## config.mk

```make
export PLATFORM = sky130hd
export DESIGN_NAME = lru_slot_pool_table_unit
export DESIGN_NICKNAME = d
export VERILOG_FILES = /design/src/sv/lspt_pkg.sv /design/src/sv/lspt_slot_mem.sv /design/src/sv/lspt_cmp_unit.sv /design/src/sv/lru_slot_pool_table_unit.sv
export SDC_FILE = /design/constraint.sdc
export NUM_CORES = 2
export LEC_CHECK = 0
export BUFFER_PORTS_ARGS = -buffer_cell sky130_fd_sc_hd__buf_2
export CORE_UTILIZATION = 47
export DETAILED_ROUTE_END_ITERATION = 12
export SYNTH_ARGS = -nofsm -noshare
export SYNTH_HDL_FRONTEND = slang
export SYNTH_HIERARCHICAL = 1
export SYNTH_SLANG_ARGS = --single-unit
```

## constraint.sdc

```tcl
create_clock -name clock -period 9.1 [get_ports clock]
set_input_delay 0.91 -clock clock [delete_from_list [all_inputs] [get_ports clock]]
set_output_delay 0.91 -clock clock [all_outputs]
set_load 0.01 [all_outputs]
```

## src/sv/lspt_pkg.sv

```systemverilog
`timescale 1ns / 1ps
`default_nettype none

package lspt_pkg;

   typedef enum logic [2:0] {
      ACT_LOOKUP  = 3'd0,
      ACT_FIND    = 3'd1,
      ACT_MARK    = 3'd2,
      ACT_ADVANCE = 3'd3,
      ACT_SWEEP   = 3'd4
   } action_type;

   typedef enum logic [1:0] {
      ST_IDLE,
      ST_READ,
      ST_CMP,
      ST_FINISH
   } state_type;

   localparam logic CSR_UNLOAD_DIST = 1'b0;
   localparam logic [15:0] UNLOAD_DIST_RESET = 16'd8;

   typedef struct packed {
      logic [2:0]         action;
      logic signed [31:0] key;
   } req_type;

   typedef struct packed {
      logic               found;
      logic [5:0]         slot_index;
      logic               allocated_new;
      logic               evicted;
      logic signed [31:0] evicted_key;
      logic               dirty_state;
      logic [6:0]         live_count;
      logic [6:0]         unloaded_count;
   } rsp_type;

   typedef struct packed {
      logic key_eq;
      logic stamp_lt;
      logic far;
   } cmp_type;

endpackage

`default_nettype wire

```

## src/sv/lspt_slot_mem.sv

```systemverilog
`timescale 1ns / 1ps
`default_nettype none

module lspt_slot_mem #(
   parameter int SLOTS = 64,
   localparam int IDX_W = $clog2(SLOTS)
) (
   input  wire logic               clock,
   input  wire logic [IDX_W-1:0]   rd_addr,
   output logic signed [31:0]      rd_key,
   output logic [31:0]             rd_stamp,
   input  wire logic               wr_en,
   input  wire logic [IDX_W-1:0]   wr_addr,
   input  wire logic signed [31:0] wr_key,
   input  wire logic [31:0]        wr_stamp
);

   logic [31:0] key_mem [SLOTS];
   logic [31:0] stamp_mem [SLOTS];

   always_ff @(posedge clock) begin
      if (wr_en) begin
         key_mem[wr_addr]   <= wr_key;
         stamp_mem[wr_addr] <= wr_stamp;
      end
   end

   always_ff @(posedge clock) begin
      rd_key   <= key_mem[rd_addr];
      rd_stamp <= stamp_mem[rd_addr];
   end

endmodule

`default_nettype wire

```

## src/sv/lspt_cmp_unit.sv

```systemverilog
`timescale 1ns / 1ps
`default_nettype none

module lspt_cmp_unit (
   input  wire logic signed [31:0] slot_key,
   input  wire logic [31:0]        slot_stamp,
   input  wire logic signed [31:0] ref_key,
   input  wire logic [31:0]        ref_stamp,
   input  wire logic [15:0]        distance,
   output lspt_pkg::cmp_type       cmp
);

   logic signed [32:0] diff;
   logic [32:0]        mag;

   always_comb begin
      diff = 33'(slot_key) - 33'(ref_key);
      mag  = diff[32] ? 33'(-diff) : 33'(diff);
      cmp.key_eq   = (slot_key == ref_key);
      cmp.stamp_lt = (slot_stamp < ref_stamp);
      cmp.far      = (mag > {17'd0, distance});
   end

endmodule

`default_nettype wire

```

## src/sv/lru_slot_pool_table_unit.sv

```systemverilog
// Channel   Ports                        Handshake
// request   start, busy, req_data        taken when start is high and busy is low
// result    rsp_strobe, rsp_data         shown for one cycle, always taken
// config    psel, penable, pwrite, ...   written on psel & penable & pwrite
//
// Lookup, find, mark-dirty and unload-sweep scan every slot from accept to
// result: the key/stamp memory has one registered read port and each slot
// passes a read state and then a compare state. Advance-frame and unused
// actions give their result in the cycle after accept. Reset is synchronous
// and clears the active and dirty bits, the live and frame counters and the
// state; busy stays high while a scan runs. The receiver cannot stall.
`timescale 1ns / 1ps
`default_nettype none

module lru_slot_pool_table_unit #(
   parameter int SLOTS = 64
) (
   input  wire logic              clock,
   input  wire logic              reset,
   input  wire logic              start,
   output logic                   busy,
   input  wire lspt_pkg::req_type req_data,
   output logic                   rsp_strobe,
   output lspt_pkg::rsp_type      rsp_data,
   input  wire logic              psel,
   input  wire logic              penable,
   input  wire logic              pwrite,
   input  wire logic [2:0]        paddr,
   input  wire logic [31:0]       pwdata,
   output logic [31:0]            prdata,
   output logic                   pready
);

   localparam int IDX_W = $clog2(SLOTS);
   localparam int CNT_W = $clog2(SLOTS + 1);
   localparam logic [IDX_W-1:0] LAST_IDX = IDX_W'(SLOTS - 1);

   lspt_pkg::state_type state_ff, state_in;
   logic [2:0]          act_ff, act_in;
   logic signed [31:0]  key_ff, key_in;
   logic [IDX_W-1:0]    idx_ff, idx_in;
   logic                hit_ff, hit_in;
   logic [IDX_W-1:0]    hit_idx_ff, hit_idx_in;
   logic                free_ff, free_in;
   logic [IDX_W-1:0]    free_idx_ff, free_idx_in;
   logic [IDX_W-1:0]    old_idx_ff, old_idx_in;
   logic [31:0]         old_stamp_ff, old_stamp_in;
   logic signed [31:0]  old_key_ff, old_key_in;
   logic [CNT_W-1:0]    unl_ff, unl_in;
   logic [SLOTS-1:0]    active_ff, active_in;
   logic [SLOTS-1:0]    dirty_ff, dirty_in;
   logic [CNT_W-1:0]    count_ff, count_in;
   logic [31:0]         frame_ff, frame_in;
   logic [15:0]         dist_ff, dist_in;
   lspt_pkg::rsp_type   rsp_ff, rsp_in;
   logic                strobe_ff, strobe_in;

   logic                wr_en;
   logic [IDX_W-1:0]    wr_addr;
   logic signed [31:0]  rd_key;
   logic [31:0]         rd_stamp;
   logic [IDX_W-1:0]    sel_idx;
   lspt_pkg::cmp_type   cmp;

   lspt_slot_mem #(.SLOTS(SLOTS)) u_mem (
      .clock    (clock),
      .rd_addr  (idx_ff),
      .rd_key   (rd_key),
      .rd_stamp (rd_stamp),
      .wr_en    (wr_en),
      .wr_addr  (wr_addr),
      .wr_key   (key_ff),
      .wr_stamp (frame_ff)
   );

   lspt_cmp_unit u_cmp (
      .slot_key   (rd_key),
      .slot_stamp (rd_stamp),
      .ref_key    (key_ff),
      .ref_stamp  (old_stamp_ff),
      .distance   (dist_ff),
      .cmp        (cmp)
   );

   assign busy       = (state_ff != lspt_pkg::ST_IDLE);
   assign rsp_strobe = strobe_ff;
   assign rsp_data   = rsp_ff;
   assign pready     = 1'b1;
   assign prdata     = (paddr[2] == lspt_pkg::CSR_UNLOAD_DIST) ? {16'd0, dist_ff} : 32'd0;

   always_comb begin
      dist_in = dist_ff;
      if (psel && penable && pwrite && (paddr[2] == lspt_pkg::CSR_UNLOAD_DIST)) begin
         dist_in = pwdata[15:0];
      end
   end

   always_comb begin
      state_in     = state_ff;
      act_in       = act_ff;
      key_in       = key_ff;
      idx_in       = idx_ff;
      hit_in       = hit_ff;
      hit_idx_in   = hit_idx_ff;
      free_in      = free_ff;
      free_idx_in  = free_idx_ff;
      old_idx_in   = old_idx_ff;
      old_stamp_in = old_stamp_ff;
      old_key_in   = old_key_ff;
      unl_in       = unl_ff;
      active_in    = active_ff;
      dirty_in     = dirty_ff;
      count_in     = count_ff;
      frame_in     = frame_ff;
      rsp_in       = rsp_ff;
      strobe_in    = 1'b0;
      wr_en        = 1'b0;
      wr_addr      = hit_idx_ff;
      sel_idx      = free_ff ? free_idx_ff : old_idx_ff;

      case (state_ff)
         lspt_pkg::ST_IDLE: begin
            if (start) begin
               act_in = req_data.action;
               key_in = req_data.key;
               if (req_data.action inside {lspt_pkg::ACT_LOOKUP, lspt_pkg::ACT_FIND,
                                           lspt_pkg::ACT_MARK, lspt_pkg::ACT_SWEEP}) begin
                  state_in = lspt_pkg::ST_READ;
                  idx_in   = '0;
                  hit_in   = 1'b0;
                  free_in  = 1'b0;
                  unl_in   = '0;
               end else begin
                  if (req_data.action == lspt_pkg::ACT_ADVANCE) begin
                     frame_in = frame_ff + 32'd1;
                  end
                  rsp_in            = '0;
                  rsp_in.live_count = 7'(count_ff);
                  strobe_in         = 1'b1;
               end
            end
         end
         lspt_pkg::ST_READ: begin
            state_in = lspt_pkg::ST_CMP;
         end
         lspt_pkg::ST_CMP: begin
            if (act_ff == lspt_pkg::ACT_SWEEP) begin
               if (active_ff[idx_ff] && cmp.far) begin
                  active_in[idx_ff] = 1'b0;
                  if (count_ff != '0) begin
                     count_in = count_ff - CNT_W'(1);
                  end
                  unl_in = unl_ff + CNT_W'(1);
               end
            end else begin
               if (active_ff[idx_ff] && cmp.key_eq && !hit_ff) begin
                  hit_in     = 1'b1;
                  hit_idx_in = idx_ff;
               end
               if (!active_ff[idx_ff] && !free_ff) begin
                  free_in     = 1'b1;
                  free_idx_in = idx_ff;
               end
               if ((idx_ff == '0) || cmp.stamp_lt) begin
                  old_idx_in   = idx_ff;
                  old_stamp_in = rd_stamp;
                  old_key_in   = rd_key;
               end
            end
            if (idx_ff == LAST_IDX) begin
               state_in = lspt_pkg::ST_FINISH;
            end else begin
               idx_in   = idx_ff + IDX_W'(1);
               state_in = lspt_pkg::ST_READ;
            end
         end
         lspt_pkg::ST_FINISH: begin
            rsp_in    = '0;
            strobe_in = 1'b1;
            state_in  = lspt_pkg::ST_IDLE;
            if (act_ff == lspt_pkg::ACT_SWEEP) begin
               rsp_in.unloaded_count = 7'(unl_ff);
            end else if (hit_ff) begin
               rsp_in.found       = 1'b1;
               rsp_in.slot_index  = 6'(hit_idx_ff);
               rsp_in.dirty_state = dirty_ff[hit_idx_ff];
               if (act_ff == lspt_pkg::ACT_LOOKUP) begin
                  wr_en = 1'b1;
               end else if (act_ff == lspt_pkg::ACT_MARK) begin
                  dirty_in[hit_idx_ff] = 1'b1;
                  rsp_in.dirty_state   = 1'b1;
               end
            end else if (act_ff == lspt_pkg::ACT_LOOKUP) begin
               wr_en                  = 1'b1;
               wr_addr                = sel_idx;
               active_in[sel_idx]     = 1'b1;
               dirty_in[sel_idx]      = 1'b1;
               rsp_in.allocated_new   = 1'b1;
               rsp_in.slot_index      = 6'(sel_idx);
               rsp_in.dirty_state     = 1'b1;
               if (free_ff) begin
                  count_in = count_ff + CNT_W'(1);
               end else begin
                  rsp_in.evicted     = 1'b1;
                  rsp_in.evicted_key = old_key_ff;
               end
            end
            rsp_in.live_count = 7'(count_in);
         end
         default: begin
            state_in = lspt_pkg::ST_IDLE;
         end
      endcase
   end

   always_ff @(posedge clock) begin
      if (reset) begin
         state_ff  <= lspt_pkg::ST_IDLE;
         active_ff <= '0;
         dirty_ff  <= '0;
         count_ff  <= '0;
         frame_ff  <= '0;
         dist_ff   <= lspt_pkg::UNLOAD_DIST_RESET;
         strobe_ff <= 1'b0;
      end else begin
         state_ff  <= state_in;
         active_ff <= active_in;
         dirty_ff  <= dirty_in;
         count_ff  <= count_in;
         frame_ff  <= frame_in;
         dist_ff   <= dist_in;
         strobe_ff <= strobe_in;
      end
   end

   always_ff @(posedge clock) begin
      act_ff       <= act_in;
      key_ff       <= key_in;
      idx_ff       <= idx_in;
      hit_ff       <= hit_in;
      hit_idx_ff   <= hit_idx_in;
      free_ff      <= free_in;
      free_idx_ff  <= free_idx_in;
      old_idx_ff   <= old_idx_in;
      old_stamp_ff <= old_stamp_in;
      old_key_ff   <= old_key_in;
      unl_ff       <= unl_in;
      rsp_ff       <= rsp_in;
   end

endmodule

`default_nettype wire

```

* Word-level counts from Yosys, hierarchy flattened *
Memories as Yosys holds them, arrays and structs flattened. A register that Yosys moved wholly into a read port is not among the register bits.
Index checks and enable logic that the tools add are counted.

cells by class
  add/sub/neg operators = 7
  magnitude comparators = 8
  equality and inequality tests = 25
  mux-type cells = 77
  bitwise operators = 8
  reduce and logical (&&, ||, !) cells = 40

operators with widths
  kind                     count
  $mux W64                 9
  $or A64 B64 Y64          3
  $pmux W64 S2             1
  $mux W56                 2
  $pmux W56 S2             1
  $mux W7                  12
  $mux W33                 2
  $and A64 B64 Y64         1
  $not A64 Y64             1
  $mux W6                  9
  $mux W42                 1
  $mux W41                 1
  $mux W34                 1
  $gt A33 B16 Y1           1
  $neg A33 Y33             1
  $sub A32 B32 Y33         1
  $add A32 B1 Y32 const B  1
  $eq A32 B32 Y1           1
  $lt A32 B32 Y1           1
  $ne A2 B2 Y1 const B     14
  $pmux W7 S2              2
  $mux W1                  22
  $lt A6 B7 Y1 const B     3
  $reduce_and A5 Y1        4
  other kinds (31)         70

word-level totals
  register bits after elaboration = 374
  bits in writable memories = 4096
  input port bits = 76
  output and inout bits = 91
  word-level logic and storage cells = 193
  memories = 2

memory list
  memory           words  width  rd ports  clocked after memory_dff  write ports  RTL line             source
  u_mem.key_mem    64     32     1         1                         1            lspt_slot_mem.sv:18  logic [31:0] key_mem [SLOTS];
  u_mem.stamp_mem  64     32     1         1                         1            lspt_slot_mem.sv:19  logic [31:0] stamp_mem [SLOTS];

* Longest topological paths before layout *
  depth in word-level cells = 10
  mapped depth = 31
  gate-level depth less buffers = 28

* Cells and area by module *
Netlist, hierarchy kept.

modules (own cells, without submodules)
  module                    instances  cells each  area an instance (um2)  seq. area each (um2)
  lspt_slot_mem             1          6514        155913.3                124279.2
  lru_slot_pool_table_unit  1          1508        16114.2                 9369.0
  lspt_cmp_unit             1          672         4443.0                  0.0

* Worst setup path after synthesis *
No wires, ideal clock.

  kind = register to register
  start = register state_ff[1]
  end = memory u_mem.key_mem[58][0] (enable)
  library setup time = 564 ps
  data arrival time = 6586 ps
  path slack = 1950 ps
  stages on the path, launching flop included = 11
  path buffers = 2
  cells stage by stage = dfxtp_1 -> ha_1 -> or3b_1 -> nor3_4 -> clkbuf_1 -> nor2_1 -> a21oi_1 -> clkbuf_1 -> and3_1 -> nand3_1 -> nor3_1

RTL lines
  what                    RTL line                         source
  start, declared         lru_slot_pool_table_unit.sv:38   lspt_pkg::state_type state_ff, state_in;
  start signal, assigned  lru_slot_pool_table_unit.sv:218  state_ff <= lspt_pkg::ST_IDLE;
  start signal, assigned  lru_slot_pool_table_unit.sv:226  state_ff <= state_in;
  $eq A2 B2 Y1            lru_slot_pool_table_unit.sv:121  case (state_ff)
  $mux W6                 lru_slot_pool_table_unit.sv:121
  via wr_addr[4]          lru_slot_pool_table_unit.sv:59   logic [IDX_W-1:0] wr_addr;
  end, declared           lspt_slot_mem.sv:18

The timed path passes the listed nets, and every way through them passes these cells.

==> flow_summary.json <==
{
  "most-common-layout-cells": "sky130_fd_sc_hd__edfxtp_1, sky130_fd_sc_hd__mux4_2, sky130_fd_sc_hd__clkbuf_16, sky130_fd_sc_hd__a22oi_1, sky130_fd_sc_hd__buf_4",
  "worst_ep_arrival_time_ns": 8.59,
  "ys.warnings.count": 6,
  "synth_flop_cell": "sky130_fd_sc_hd__edfxtp_1",
  "clock_tree.buffer_depth": 4,
  "clockPowerShare_pct": 35.4,
  "dieHeight_um": 615,
  "worst_setup_path_start_kind": "flip-flop",
  "cts_tree": "built",
  "starting_density_of_the_core_pct": 47.3,
  "synth_mux_area_share_pct": 14.1,
  "post_route_drc_violation_count": 0,
  "globalplace.congestion": 0.861,
  "kind_of_end_point_of_the_critical_path": "flip-flop",
  "fp.dieArea_um2": 378000,
  "dpl_worst_slack_ns": 1.43,
  "ios": 167,
  "grt_pass1_vias": 92526,
  "num-nets-final": 9240,
  "grt_max_degree": 124,
  "synthAdderAreaFrac_pct": 0.662,
  "combined_area_of_the_multi_input_logic_cells_um2": 40600,
  "clock-skew-final_ns": 0.0549,
  "seqPwrFrac_pct": 44.2,
  "synthSimpleGateAreaFrac_pct": 2.93,
  "layout.area.seq_um2": 134000,
  "sw_frac_of_total_pct": 28.1,
  "final_min_period_over_clock_period_pct": 84.6,
  "synth.avg_cell_area_um2": 20.3,
  "violations": "capacitance limit",
  "hold_viol_final": 0,
  "worst_slew_pin_slew_ns": 1.49,
  "timing.fmax_ghz": 0.130,
  "count_of_buffering_cells_on_the_critical_path_with_inverters_included": 2,
  "core.rowCount": 224,
  "timing.critical_path.slowest_stage_cell": "sky130_fd_sc_hd__a222oi_1",
  "first_pass_grt_wire_length_mm": 732,
  "final.fill_count": 28524,
  "cts-buffers-inserted": 449,
  "switchingPower_uw": 14900,
  "wl_per_cell_um": 36.6,
  "worst-endpoint-required_ns": 9.99,
  "ordered_cell_list_for_the_critical_path": "inv_1 > ha_1 > a21oi_1 > o21ai_0 > or3_1 > a222oi_1 > nand3_1 > nor4_2 > nor2_1 > xnor2_1 > ha_1 > nand4_1 > or4_1 > o221ai_1 > o221ai_1 > nor3_1 > o311a_1 > nand4_1 > nand2_1 > nor2_1 > o211ai_4 > buf_4 > o41ai_1 > a21oi_1",
  "yosysUniqueCellTypes": 104,
  "track_usage_pct": 27.6,
  "fin_setup_tns_ns": 0,
  "hold_buffers": 0,
  "report.final.slew_viol_count": 0,
  "first_pass_iters": 8,
  "hold_path_class": "primary input to flip-flop",
  "post-route-worst-setup-slack_ns": 1.40,
  "postSynthRegisterBits": 4534,
  "clk-insertion-delay-late_ns": 1.00,
  "layout_min_cycle_time_ns": 7.70,
  "wl_mm": 528,
  "timing_worst_setup_path_type": "flip-flop to flip-flop",
  "critical_path.top_delay_family": "simple AND/OR/NAND/NOR gates",
  "syn_inst": 8694,
  "cts_repair_resize_count": 0,
  "setup_viol": 0,
  "power.internal_uw": 38100,
  "slew_headroom_pct": 0.153,
  "dieWidth_um": 615,
  "routed-via-count": 94870,
  "p_leak_uw": 0.0614,
  "detail_route.vias_per_cell": 6.57,
  "cts.root.buffer_cell": "sky130_fd_sc_hd__clkbuf_16",
  "ant_nets": 0,
  "maxCapViolations": 1,
  "postCtsSetupRepairBufs": 0,
  "number_of_antenna_violations_at_the_first_check_in_global_routing": 25,
  "numClockSinks": 4534,
  "numPortBuffers": 131,
  "dp.final_hpwl_mm": 283,
  "compound_gate_fraction_of_synth_area_pct": 4.60,
  "crit_path_max_fanout": 27,
  "power_frac_comb_pct": 20.4,
  "coreArea_um2": 373000,
  "globalRouteOverflowTotal": 0,
  "rsz0062_at_grt": "false",
  "synth_top_family_by_area": "multiplexers",
  "htree_num_levels": 5,
  "yosysSeqAreaShare_pct": 75.7,
  "yosys.area_share.xor_xnor_pct": 0.347,
  "initialDrtViolationCount": 12993,
  "cp_slowest_stage_delay_ns": 0.80,
  "irDropWorstVdd_mv": 0.209,
  "p_per_area_nw_per_um2": 266,
  "outcome": "finished with violations",
  "layout_cell_share_with_drive_strength_beyond_1_pct": 24.1,
  "mostFrequentLayoutCell": "sky130_fd_sc_hd__edfxtp_1",
  "edff_count_synth": 4284,
  "synth-async-reset-ratio_pct": 0,
  "post_synth_instance_area_um2": 176000,
  "clkSlewWorstSetupHoldPaths_ns": 0.06,
  "syn2layout_area_growth_pct": 12.8,
  "reg2reg_setup_slack_ns": 1.40
}
[per-stage QoR]
stage	cells	utilization (%)	cell area [µm²]	hold WS [ns]	power, µW
6_report	14442	53.4	199000	0.133	53000
5_1_grt	14435	53.4	199000	0.0867	54700
4_1_cts	14434	53.4	199000	0.0582	53200
3_5_place_dp	13593	49.4	184000	0.423	34600
3_3_place_gp	13593	49.4	184000	0.422	34600
2_1_floorplan	8709	-	177000	0.400	31100
[cell type report]
type,instances,share of cell area [%]
sequential,4534,67.1
clock buffer,552,5.97
timing repair buffer,416,1.65
clock inverter,289,1.52
tap,4972,3.12
multi-input combinational,3570,20.4
antenna,8,0.0101
inverter,101,0.190
[per-layer routing]
| metal | track usage, % | part of all wire, % |
|---|---|---|
| met1 | 38.9 | 39 |
| met2 | 44.7 | 48 |
| met5 | 0 | 0.0062 |
| met3 | 4.65 | 9.4 |
| met4 | 7.71 | 3.1 |
[logic make-up (layout without fill, tap and decap cells)]
kind of cell	after synthesis	in the layout
AOI/OAI and AO/OA	1164	1164
xor gates and xnor gates	70	70
adders and majority gates	93	93
buffers and inverters	605	1358
DFF	4534	4534
muxes	1191	1191
other	2	25
and+or+nand+nor	1035	1035
[worst reg2reg max path: cells and delay by family, from the launching register on]
kind / cells / cell delay, ns
buffers and inverters: 2 / 0.54
AO/OA/AOI/OAI: 9 / 2.41
flip-flops: 1 / 0.59
XOR/XNOR: 1 / 0.17
adder cells (fa/ha/maj): 2 / 0.75
AND/OR/NAND/NOR: 10 / 3.11
[state kept, by name, summed over array words and instances (netlist names), 32 cells and up]
register and cells:
dirty_ff 64, active_ff 64, u_mem/rd_key 32, old_key_ff 32
frame_ff 32, rsp_data 56, old_stamp_ff 32, u_mem/stamp_mem 2048
u_mem/rd_stamp 32, key_ff 32, u_mem/key_mem 2048
[cells in the mapped netlist, types with 22 or more instances]
master	n	area share [%]
sky130_fd_sc_hd__a211oi_1	91	0.39
sky130_fd_sc_hd__a21oi_1	244	0.69
sky130_fd_sc_hd__a22oi_1	271	1.2
sky130_fd_sc_hd__and2_1	55	0.19
sky130_fd_sc_hd__buf_1	25	0.053
sky130_fd_sc_hd__buf_2	194	0.55
sky130_fd_sc_hd__buf_4	68	0.29
sky130_fd_sc_hd__clkbuf_1	198	0.42
sky130_fd_sc_hd__dfxtp_1	250	2.8
sky130_fd_sc_hd__edfxtp_1	4284	73
sky130_fd_sc_hd__ha_1	91	0.65
sky130_fd_sc_hd__inv_1	98	0.21
sky130_fd_sc_hd__mux2i_1	142	0.81
sky130_fd_sc_hd__mux4_2	1028	13
sky130_fd_sc_hd__nand2_1	194	0.41
sky130_fd_sc_hd__nand2b_1	29	0.10
sky130_fd_sc_hd__nand3_1	196	0.56
sky130_fd_sc_hd__nand4_1	26	0.092
sky130_fd_sc_hd__nor2_1	302	0.64
sky130_fd_sc_hd__nor2b_1	56	0.20
sky130_fd_sc_hd__nor3_1	36	0.10
sky130_fd_sc_hd__o211a_1	68	0.39
sky130_fd_sc_hd__o21ai_0	73	0.21
sky130_fd_sc_hd__o221ai_1	67	0.33
sky130_fd_sc_hd__o22ai_1	170	0.60
sky130_fd_sc_hd__o31ai_1	22	0.094
sky130_fd_sc_hd__or3_1	23	0.082
sky130_fd_sc_hd__xnor2_1	35	0.17
sky130_fd_sc_hd__xor2_1	35	0.17
[final timing paths]
path | cells after the start | end | start
max | 24 | active_ff[14] | key_ff[6]
min | 1 | key_ff[9] | req_data[9]
max reg2reg | 24 | active_ff[14] | key_ff[6]
min reg2reg | 0 | old_stamp_ff[29] | u_mem/rd_stamp[29]
[power by group through the flow]
stage / Clock, µW / Sequential [µW] / Combinational, µW
6_report: 18800 / 23500 / 10800
3_5_place_dp: 0 / 23900 / 10700
4_1_cts: 19000 / 23400 / 10800
2_1_floorplan: 0 / 24000 / 7130
5_1_grt: 19800 / 23500 / 11400
3_3_place_gp: 0 / 23900 / 10700
Power figures use the tool's default switching activity.
